`src/hdl/lsix_pkg.sv`:
```
// shared types and constants for the insertion sorter
package lsix_pkg;

    localparam int MAX_ITEMS   = 64;
    localparam int VALUE_WIDTH = 32;
    localparam int ADDR_W      = $clog2(MAX_ITEMS);
    localparam int CNT_W       = $clog2(MAX_ITEMS + 1);
    localparam int POS_W       = 6;

    typedef struct packed {
        logic signed [VALUE_WIDTH-1:0] value;
        logic                          last;
    } item_beat_t;

    typedef struct packed {
        logic signed [VALUE_WIDTH-1:0] sorted_value;
        logic [POS_W-1:0]              position;
        logic signed [VALUE_WIDTH-1:0] running_sum;
        logic                          end_of_run;
        logic                          overflowed;
    } result_beat_t;

    typedef enum logic [2:0] {
        ST_IDLE,
        ST_INSERT,
        ST_PLACE_HEAD,
        ST_EMIT_READ,
        ST_EMIT_LOAD,
        ST_EMIT_WAIT
    } state_t;

endpackage

```
`src/hdl/lsix_ram.sv`:
```
// value store: one write port, one registered read port
module lsix_ram #(
    parameter int DEPTH = 64,
    parameter int WIDTH = 32
) (
    input  logic                     clk,
    input  logic                     we,
    input  logic [$clog2(DEPTH)-1:0] waddr,
    input  logic [WIDTH-1:0]         wdata,
    input  logic [$clog2(DEPTH)-1:0] raddr,
    output logic [WIDTH-1:0]         rdata
);

    logic [WIDTH-1:0] mem [DEPTH];

    always_ff @(posedge clk)
    begin
        if (we)
        begin
            mem[waddr] <= wdata;
        end
    end

    always_ff @(posedge clk)
    begin
        rdata <= mem[raddr];
    end

endmodule

```
`src/hdl/load_sort_index_xor_sum.sv`:
```
// top level: insertion sorter with position-xor running sum
//
// Values of a run are kept in ascending signed order in a single-port-write
// memory. A value for an empty store is written directly; one for a full store
// is dropped and sets the overflow flag. Else the insertion loop moves each
// greater stored value up one place, one entry per cycle through the memory
// read and write ports. The run is emitted after the marked beat, one result
// at a time: read, added into the running sum, registered and held while
// result_ready is low. item_ready is low while inserting and until the last
// result of the run is taken. The store needs no clearing after reset.
module load_sort_index_xor_sum (
    input  logic                  clk,
    input  logic                  rst_n,
    input  logic                  item_valid,
    output logic                  item_ready,
    input  lsix_pkg::item_beat_t  item,
    output logic                  result_valid,
    input  logic                  result_ready,
    output lsix_pkg::result_beat_t result
);

    localparam int VW = lsix_pkg::VALUE_WIDTH;
    localparam int AW = lsix_pkg::ADDR_W;
    localparam int CW = lsix_pkg::CNT_W;

    lsix_pkg::state_t state_reg, state_next;
    logic [CW-1:0]          count_reg, count_next;
    logic                   ovf_reg, ovf_next;
    logic [AW-1:0]          pos_reg, pos_next;
    logic [AW-1:0]          k_reg, k_next;
    logic signed [VW-1:0]   v_reg, v_next;
    logic                   last_reg, last_next;
    logic signed [VW-1:0]   sum_reg, sum_next;
    lsix_pkg::result_beat_t out_reg, out_next;

    logic                   we;
    logic [AW-1:0]          waddr;
    logic [VW-1:0]          wdata;
    logic [AW-1:0]          raddr;
    logic [VW-1:0]          rdata;
    logic                   is_end;
    logic                   item_fire;
    logic [VW-1:0]          xor_term;

    lsix_ram #(
        .DEPTH(lsix_pkg::MAX_ITEMS),
        .WIDTH(VW)
    ) u_ram (
        .clk  (clk),
        .we   (we),
        .waddr(waddr),
        .wdata(wdata),
        .raddr(raddr),
        .rdata(rdata)
    );

    assign item_ready   = (state_reg == lsix_pkg::ST_IDLE);
    assign result_valid = (state_reg == lsix_pkg::ST_EMIT_WAIT);
    assign result       = out_reg;
    assign item_fire    = item_valid && item_ready;
    assign is_end       = ((CW'(k_reg) + CW'(1)) == count_reg);
    assign xor_term     = VW'(k_reg) ^ rdata;

    always_ff @(posedge clk or negedge rst_n)
    begin
        if (!rst_n)
        begin
            state_reg <= lsix_pkg::ST_IDLE;
            count_reg <= '0;
            ovf_reg   <= 1'b0;
        end
        else
        begin
            state_reg <= state_next;
            count_reg <= count_next;
            ovf_reg   <= ovf_next;
        end
    end

    always_ff @(posedge clk)
    begin
        pos_reg  <= pos_next;
        k_reg    <= k_next;
        v_reg    <= v_next;
        last_reg <= last_next;
        sum_reg  <= sum_next;
        out_reg  <= out_next;
    end

    always_comb
    begin
        state_next = state_reg;
        count_next = count_reg;
        ovf_next   = ovf_reg;
        pos_next   = pos_reg;
        k_next     = k_reg;
        v_next     = v_reg;
        last_next  = last_reg;
        sum_next   = sum_reg;
        out_next   = out_reg;
        we         = 1'b0;
        waddr      = pos_reg;
        wdata      = v_reg;
        raddr      = k_reg + AW'(1);

        unique case (state_reg)
            lsix_pkg::ST_IDLE:
            begin
                if (item_fire)
                begin
                    v_next    = item.value;
                    last_next = item.last;
                    if (count_reg == CW'(lsix_pkg::MAX_ITEMS))
                    begin
                        ovf_next = 1'b1;
                        if (item.last)
                        begin
                            state_next = lsix_pkg::ST_EMIT_READ;
                        end
                    end
                    else if (count_reg == '0)
                    begin
                        we         = 1'b1;
                        waddr      = '0;
                        wdata      = item.value;
                        count_next = CW'(1);
                        if (item.last)
                        begin
                            state_next = lsix_pkg::ST_EMIT_READ;
                        end
                    end
                    else
                    begin
                        pos_next   = count_reg[AW-1:0];
                        raddr      = count_reg[AW-1:0] - AW'(1);
                        state_next = lsix_pkg::ST_INSERT;
                    end
                end
            end

            lsix_pkg::ST_INSERT:
            begin
                we = 1'b1;
                if ($signed(rdata) > v_reg)
                begin
                    waddr    = pos_reg;
                    wdata    = rdata;
                    pos_next = pos_reg - AW'(1);
                    raddr    = pos_reg - AW'(2);
                    if (pos_reg == AW'(1))
                    begin
                        state_next = lsix_pkg::ST_PLACE_HEAD;
                    end
                end
                else
                begin
                    count_next = count_reg + CW'(1);
                    state_next = last_reg ? lsix_pkg::ST_EMIT_READ : lsix_pkg::ST_IDLE;
                end
            end

            lsix_pkg::ST_PLACE_HEAD:
            begin
                we         = 1'b1;
                waddr      = '0;
                count_next = count_reg + CW'(1);
                state_next = last_reg ? lsix_pkg::ST_EMIT_READ : lsix_pkg::ST_IDLE;
            end

            lsix_pkg::ST_EMIT_READ:
            begin
                raddr      = '0;
                k_next     = '0;
                sum_next   = '0;
                state_next = lsix_pkg::ST_EMIT_LOAD;
            end

            lsix_pkg::ST_EMIT_LOAD:
            begin
                sum_next              = sum_reg + $signed(xor_term);
                out_next.sorted_value = rdata;
                out_next.position     = lsix_pkg::POS_W'(k_reg);
                out_next.running_sum  = sum_reg + $signed(xor_term);
                out_next.end_of_run   = is_end;
                out_next.overflowed   = ovf_reg;
                state_next            = lsix_pkg::ST_EMIT_WAIT;
            end

            lsix_pkg::ST_EMIT_WAIT:
            begin
                if (result_ready)
                begin
                    if (out_reg.end_of_run)
                    begin
                        count_next = '0;
                        ovf_next   = 1'b0;
                        state_next = lsix_pkg::ST_IDLE;
                    end
                    else
                    begin
                        k_next     = k_reg + AW'(1);
                        state_next = lsix_pkg::ST_EMIT_LOAD;
                    end
                end
            end

            default:
            begin
                state_next = lsix_pkg::ST_IDLE;
            end
        endcase
    end

endmodule

```
`config.mk`:
```
export PLATFORM = sky130hd
export DESIGN_NAME = load_sort_index_xor_sum
export DESIGN_NICKNAME = d
export VERILOG_FILES = /design/src/hdl/lsix_pkg.sv /design/src/hdl/lsix_ram.sv /design/src/hdl/load_sort_index_xor_sum.sv
export SDC_FILE = /design/constraint.sdc
export NUM_CORES = 2
export LEC_CHECK = 0
export ABC_CLOCK_PERIOD_IN_PS = 6500
export BUFFER_PORTS_ARGS = -buffer_cell sky130_fd_sc_hd__buf_4
export CAP_MARGIN = 25
export CORE_ASPECT_RATIO = 1.2
export CORE_MARGIN = 10
export CORE_UTILIZATION = 51
export CTS_BUF_LIST = sky130_fd_sc_hd__clkbuf_2 sky130_fd_sc_hd__clkbuf_4 sky130_fd_sc_hd__clkbuf_8
export DETAILED_ROUTE_END_ITERATION = 7
export PLACE_DENSITY_LB_ADDON = 0.1
export SLEW_MARGIN = 15
export SYNTH_ARGS = -nofsm -noshare
export SYNTH_HDL_FRONTEND = slang
export SYNTH_SLANG_ARGS = --single-unit
export TNS_END_PERCENT = 10
```
`constraint.sdc`:
```
create_clock -name clk -period 6.5 [get_ports clk]
set_input_delay 0.65 -clock clk [delete_from_list [all_inputs] [get_ports clk]]
set_output_delay 0.65 -clock clk [all_outputs]
set_load 0.03 [all_outputs]
```
; ---- Word level (Yosys, flattened, before mapping)
; Memories as Yosys holds them, arrays and structs flattened. A register that Yosys moved wholly into a read port is not among the register bits.
; Index checks and enable logic that the tools add are counted.
[classes]
n_addsub = 7
n_lt_le_gt_ge = 1
n_eq_ne = 19
n_mux = 51
n_bitwise = 1
n_reduce_logical = 15
[op_table]
columns = op, n
row1 = two-way mux 32 bit, 4
row2 = case mux 32 bit (2 select lines), 2
row3 = two-way mux 6 bit, 13
row4 = two-way mux 7 bit, 6
row5 = case mux 6 bit (2 select lines), 3
row6 = adder 32 bit, 1
row7 = greater-than comparator 32 bit, 1
row8 = XOR 6 x 32 -> 32 bit, 1
row9 = case mux 7 bit (4 select lines), 1
row10 = two-way mux 3 bit, 8
row11 = case mux 3 bit (6 select lines), 1
row12 = case mux 6 bit (3 select lines), 1
row13 = "subtractor 6 x 1 -> 6 bit, second input constant", 2
row14 = "!= test 2 x 1 -> 1 bit, second input constant", 5
row15 = "!= test 2 bit, second input constant", 5
row16 = AND reduction 5 bit, 2
row17 = two-way mux 1 bit, 9
row18 = nonzero test 2 bit, 4
row19 = "adder 6 x 1 -> 7 bit, second input constant", 1
row20 = "adder 7 x 1 -> 7 bit, second input constant", 1
row21 = == test 7 bit, 1
row22 = "== test 7 bit, second input constant", 1
row23 = logical NOT 7 bit, 1
row24 = AND reduction 7 bit, 1
row25 = 15 further kinds, 19
[totals]
ff_bits = 160
ram_bits = 2048
inputBits = 37
word_cells = 108
mem_count = 1
[mem_list]
columns = memory, depth, word_bits, rd, rd_ports_with_merged_regs, write_ports, line
row1 = u_ram.mem, 64, 32, 1, 1, 1, lsix_ram.sv:14  ; logic [WIDTH-1:0] mem [DEPTH];

; ---- Depth between registers and ports, before layout
[logic_depth]
depth_word = 7
mapped_depth = 19
depth_no_buf = 15

; ---- Hierarchy
; From an unflattened synthesis, not the netlist that was laid out.
[hier_totals]
hier_cells = 4159
area_unflattened_um2 = 87924.3
[by_module_without_submodules]
columns = mod, n_inst, cells_per_inst, area_per_inst_um2, seq_area_each_um2
row1 = lsix_ram, 1, 3324, 78515.3, 62139.6
row2 = load_sort_index_xor_sum, 1, 835, 9409.0, 4749.6

; ---- Worst setup path before layout
; OpenSTA, ideal clock, no wires.
[synth_timing]
kind = flip-flop to flip-flop
startpoint = register v_reg[31]
endpoint = register u_ram.rdata[24], read port of u_ram.mem
setup_ps = 134
arrival_time_ps = 4400
path_slack_ps = 1966
path_stages_with_launch = 17
cell_sequence = edfxtp_1 > inv_1 > ha_1 > nand4_1 > or4_1 > a211oi_2 > or3_1 > buf_2 > a211oi_4 > o311ai_1 > buf_2 > clkbuf_1 > buf_1 > mux4_2 > a22oi_1 > nor2_1 > or4_1
[synth_via]
elab_chain_len = 3
[synth_rtl]
columns = element, line
row1 = start: declaration, load_sort_index_xor_sum.sv:31  ; logic signed [VW-1:0] v_reg, v_next;
row2 = start signal: assignment, load_sort_index_xor_sum.sv:84  ; v_reg <= v_next;
row3 = greater-than comparator 32 bit, load_sort_index_xor_sum.sv:144  ; if ($signed(rdata) > v_reg)
row4 = two-way mux 6 bit, load_sort_index_xor_sum.sv:144
row5 = case mux 6 bit (3 select lines), load_sort_index_xor_sum.sv:106  ; unique case (state_reg)
row6 = end: declaration, lsix_ram.sv:11  ; output logic [WIDTH-1:0] rdata
; Every way passes these cells.
; A chain may end at the register's enable or synchronous reset.

; ---- Final worst setup path
[layout_timing]
startpoint = register u_ram.rdata[26], read port of u_ram.mem
endpoint = register u_ram.rdata[9], read port of u_ram.mem
[layout_via]
elab_chain_len = 3
[layout_rtl]
columns = element, line
row1 = greater-than comparator 32 bit, load_sort_index_xor_sum.sv:144
row2 = two-way mux 6 bit, load_sort_index_xor_sum.sv:144
row3 = case mux 6 bit (3 select lines), load_sort_index_xor_sum.sv:106
; Every way passes these cells.

==> results.toml <==
[floorplanning]
dieArea_sq_mm = 0.190
start_util = 0.512
die_h_um = 476
pin_count = 111
num_rows = 167
die_w_um = 400
core_area_sq_mm = 0.172

[critical_path]
critPathCaptureType = "register"
cp_slowest_cell = "a22oi_1"
cp_max_fo = 44
worstPathRequired_ns = 7.41
slowest_delay_ns = 0.67
path_cells = "ha_1 > nand3_1 > nor3_1 > a221oi_1 > o211ai_1 > a211oi_2 > a211oi_4 > o311ai_4 > buf_12 > buf_12 > mux2i_1 > o22ai_1 > a22oi_1 > nand4_1 > or4_1"
cp_common_cell = "buf_12"
path_class = "register to register"
start_kind = "register"
critPathArrivalTime_ns = 6.84

[yosys]
yosys_warnings = 0
synthCells = 4841
synth-edff-count = 2197
synth-async-reset-ratio = 0.00491
seq_area_frac_synth = 0.757
synth_fp_nets = 4949
ys.flop_type = "edfxtp_1"
syn_avg_cell_area_sq_um = 18.2
syn_area_sq_mm = 0.0883
yosys_register_bits = 2240
synth_cell_types = 75

[timing]
max_freq_ghz = 0.169
slew_violations = 0
fin_crit_sh = 0.913
hold_viol = 0
min_period_ns = 5.93
fin_worst_skew_ns = 0.0990
rsz0062_at_grt = "false"
finalSetupViolations = 0
slew_headroom = 0.241
worst_slew_pin_slew_ns = 1.12
finalSetupTns_ns = 0

[detailed_routing]
drtIter0Drc = 5674
num_vias = 49600
drc_errors = 0
wl_per_cell_um = 31.8
ant_nets = 0
drt_pass1_iterations = 8
routed_via_density = 6.25
wirelength_mm = 253

[finish]
largest_reg_flops = 2048
final_nets = 5465
area_delta_synth_final_pct = 15.4
final_area_sq_mm = 0.102
top_register = "u_ram.mem"
layout_common_cells = "edfxtp_1, mux2i_1, clkbuf_8"
n_fill_cell = 12800
drive_above_1_share = 0.246
layout.cells.most_common = "edfxtp_1"

[placement]
io_buffer_count = 110
dpl_cell_area_sq_mm = 0.0945
dp_hpwl_mm = 148
place.gp.congestion = 0.867

[clocking]
clk_latency_ns = 1.07
cts_hold_buf = 36
ctsResizeCount = 0
cts_tree = "yes"
htreeDepth = 5
clock_path_buffers = 4
numCtsBuffers = 356
path_clk_slew_ns = 0.06
clock-sinks = 2240
root_buffer = "clkbuf_8"
cts_setup_buffers = 0

[power]
p_total_w = 0.0600
powerDensity_mw_per_mm2 = 588
power_leakage_nw = 33.7
peakVddDrop_mv = 0.449

[job]
maxCapViolCount = 0

[grt]
grt_use_total = 0.263
gr-total-overflow = 0
grt_max_degree = 76
grt_pass1_wl_mm = 358
grt_pass1_vias = 48800
antenna_found_initial = 24

[status]
status = "finished, final reports clean"

[min_path]
hold_path_class = "input port to register"
[per-stage QoR]
| step | hold WS (ns) | utilization | worst slack (ns) | instances |
|---|---|---|---|---|
| 6_report | 0.194 | 0.591 | 0.567 | 7932 |
| 5_1_grt | 0.220 | 0.591 | 0.431 | 7924 |
| 3_3_place_gp | 0.492 | 0.548 | 0.398 | 7234 |
| 2_1_floorplan | 0.354 | - | 1.97 | 4841 |
| 3_5_place_dp | 0.496 | 0.548 | 0.442 | 7239 |
| 4_1_cts | 0.103 | 0.590 | 0.379 | 7893 |
[worst max-delay path, delay by kind of cell, from the launching register on]
family / cells / cell delay [ns]
and+or+nand+nor: 4 / 1.25
adders and majority gates: 1 / 0.35
AOI/OAI and AO/OA: 7 / 2.61
buffers and inverters: 2 / 0.63
DFF: 1 / 0.64
muxes: 1 / 0.23
[per-layer routing]
metal	wire length (um)	vias to the layer above	track usage
met5	27	-	0
met4	11700	4	0.118
met3	20100	442	0.0484
li1	-	20800	-
met1	100000	26000	0.356
met2	120000	2316	0.416
[worst paths after layout]
kind                                  from             end  slack [ns]  depth (start not counted)
hold reg to reg                    ovf_reg       result[0]        0.52                          0
hold / removal                  item_valid         ovf_reg        0.19                          5
setup / recovery           u_ram.rdata[26]  u_ram.rdata[9]        0.57                         15
setup reg to reg           u_ram.rdata[26]  u_ram.rdata[9]        0.57                         15
min in group asynchronous            rst_n    count_reg[0]        0.67                          3
max in group asynchronous            rst_n         ovf_reg        5.47                          3
[cell families (layout without fill, tap and decap cells)]
logic type / after synthesis / in the layout / synth area share
adder cells (fa/ha/maj): 71 / 71 / 0.0101
buffers and inverters: 360 / 1136 / 0.0163
other: 0 / 34 / 0
XOR/XNOR: 55 / 55 / 0.00545
flip-flops: 2240 / 2240 / 0.757
AND/OR/NAND/NOR: 748 / 748 / 0.0400
multiplexers: 705 / 705 / 0.117
AO/OA/AOI/OAI: 662 / 662 / 0.0540
[synth_stat cells (all sizes together) (4+ instances only)]
library cell / number / share of area
nand2b: 9 / 0.00064
mux2: 32 / 0.0041
a222oi: 32 / 0.0036
nor2b: 12 / 0.00085
mux2i: 417 / 0.047
xor2: 27 / 0.0027
and2: 34 / 0.0024
a211o: 36 / 0.0036
or2: 5 / 0.00035
nand4: 41 / 0.0029
o211ai: 4 / 0.00034
buf: 103 / 0.0054
dfrtp: 11 / 0.0031
o21ai: 39 / 0.0022
o21a: 7 / 0.00060
edfxtp: 2197 / 0.75
and3: 6 / 0.00043
a2111oi: 32 / 0.0032
nor3b: 4 / 0.00034
o21bai: 6 / 0.00051
nor3: 150 / 0.0085
mux4: 256 / 0.065
o311ai: 34 / 0.0035
nand3: 27 / 0.0015
dfxtp: 32 / 0.0073
a21oi: 93 / 0.0053
ha: 70 / 0.0099
nand2: 256 / 0.011
a22oi: 192 / 0.016
o22ai: 130 / 0.0092
or3: 9 / 0.00069
a21o: 20 / 0.0017
or4: 34 / 0.0029
inv: 81 / 0.0034
clkbuf: 176 / 0.0075
xnor2: 28 / 0.0028
nor2: 150 / 0.0065
a211oi: 7 / 0.00099
[area by class of cell]
| type | count | area, sq um | area share |
|---|---|---|---|
| antenna | 34 | 85.1 | 0.000835 |
| multi-input combinational | 2241 | 20600 | 0.202 |
| clock inverter | 116 | 711 | 0.00697 |
| sequential | 2240 | 66900 | 0.656 |
| inverter | 81 | 308 | 0.00302 |
| clock buffer | 502 | 6160 | 0.0605 |
| tap | 2281 | 2850 | 0.0280 |
| timing repair buffer | 437 | 4320 | 0.0424 |
[power by group]
| part | switching (W) | internal, W |
|---|---|---|
| sequential | 0.000629 | 0.0196 |
| combinational | 0.0180 | 0.00995 |
| clock | 0.00542 | 0.00637 |
No activity file was read; power rests on OpenSTA's default activity.
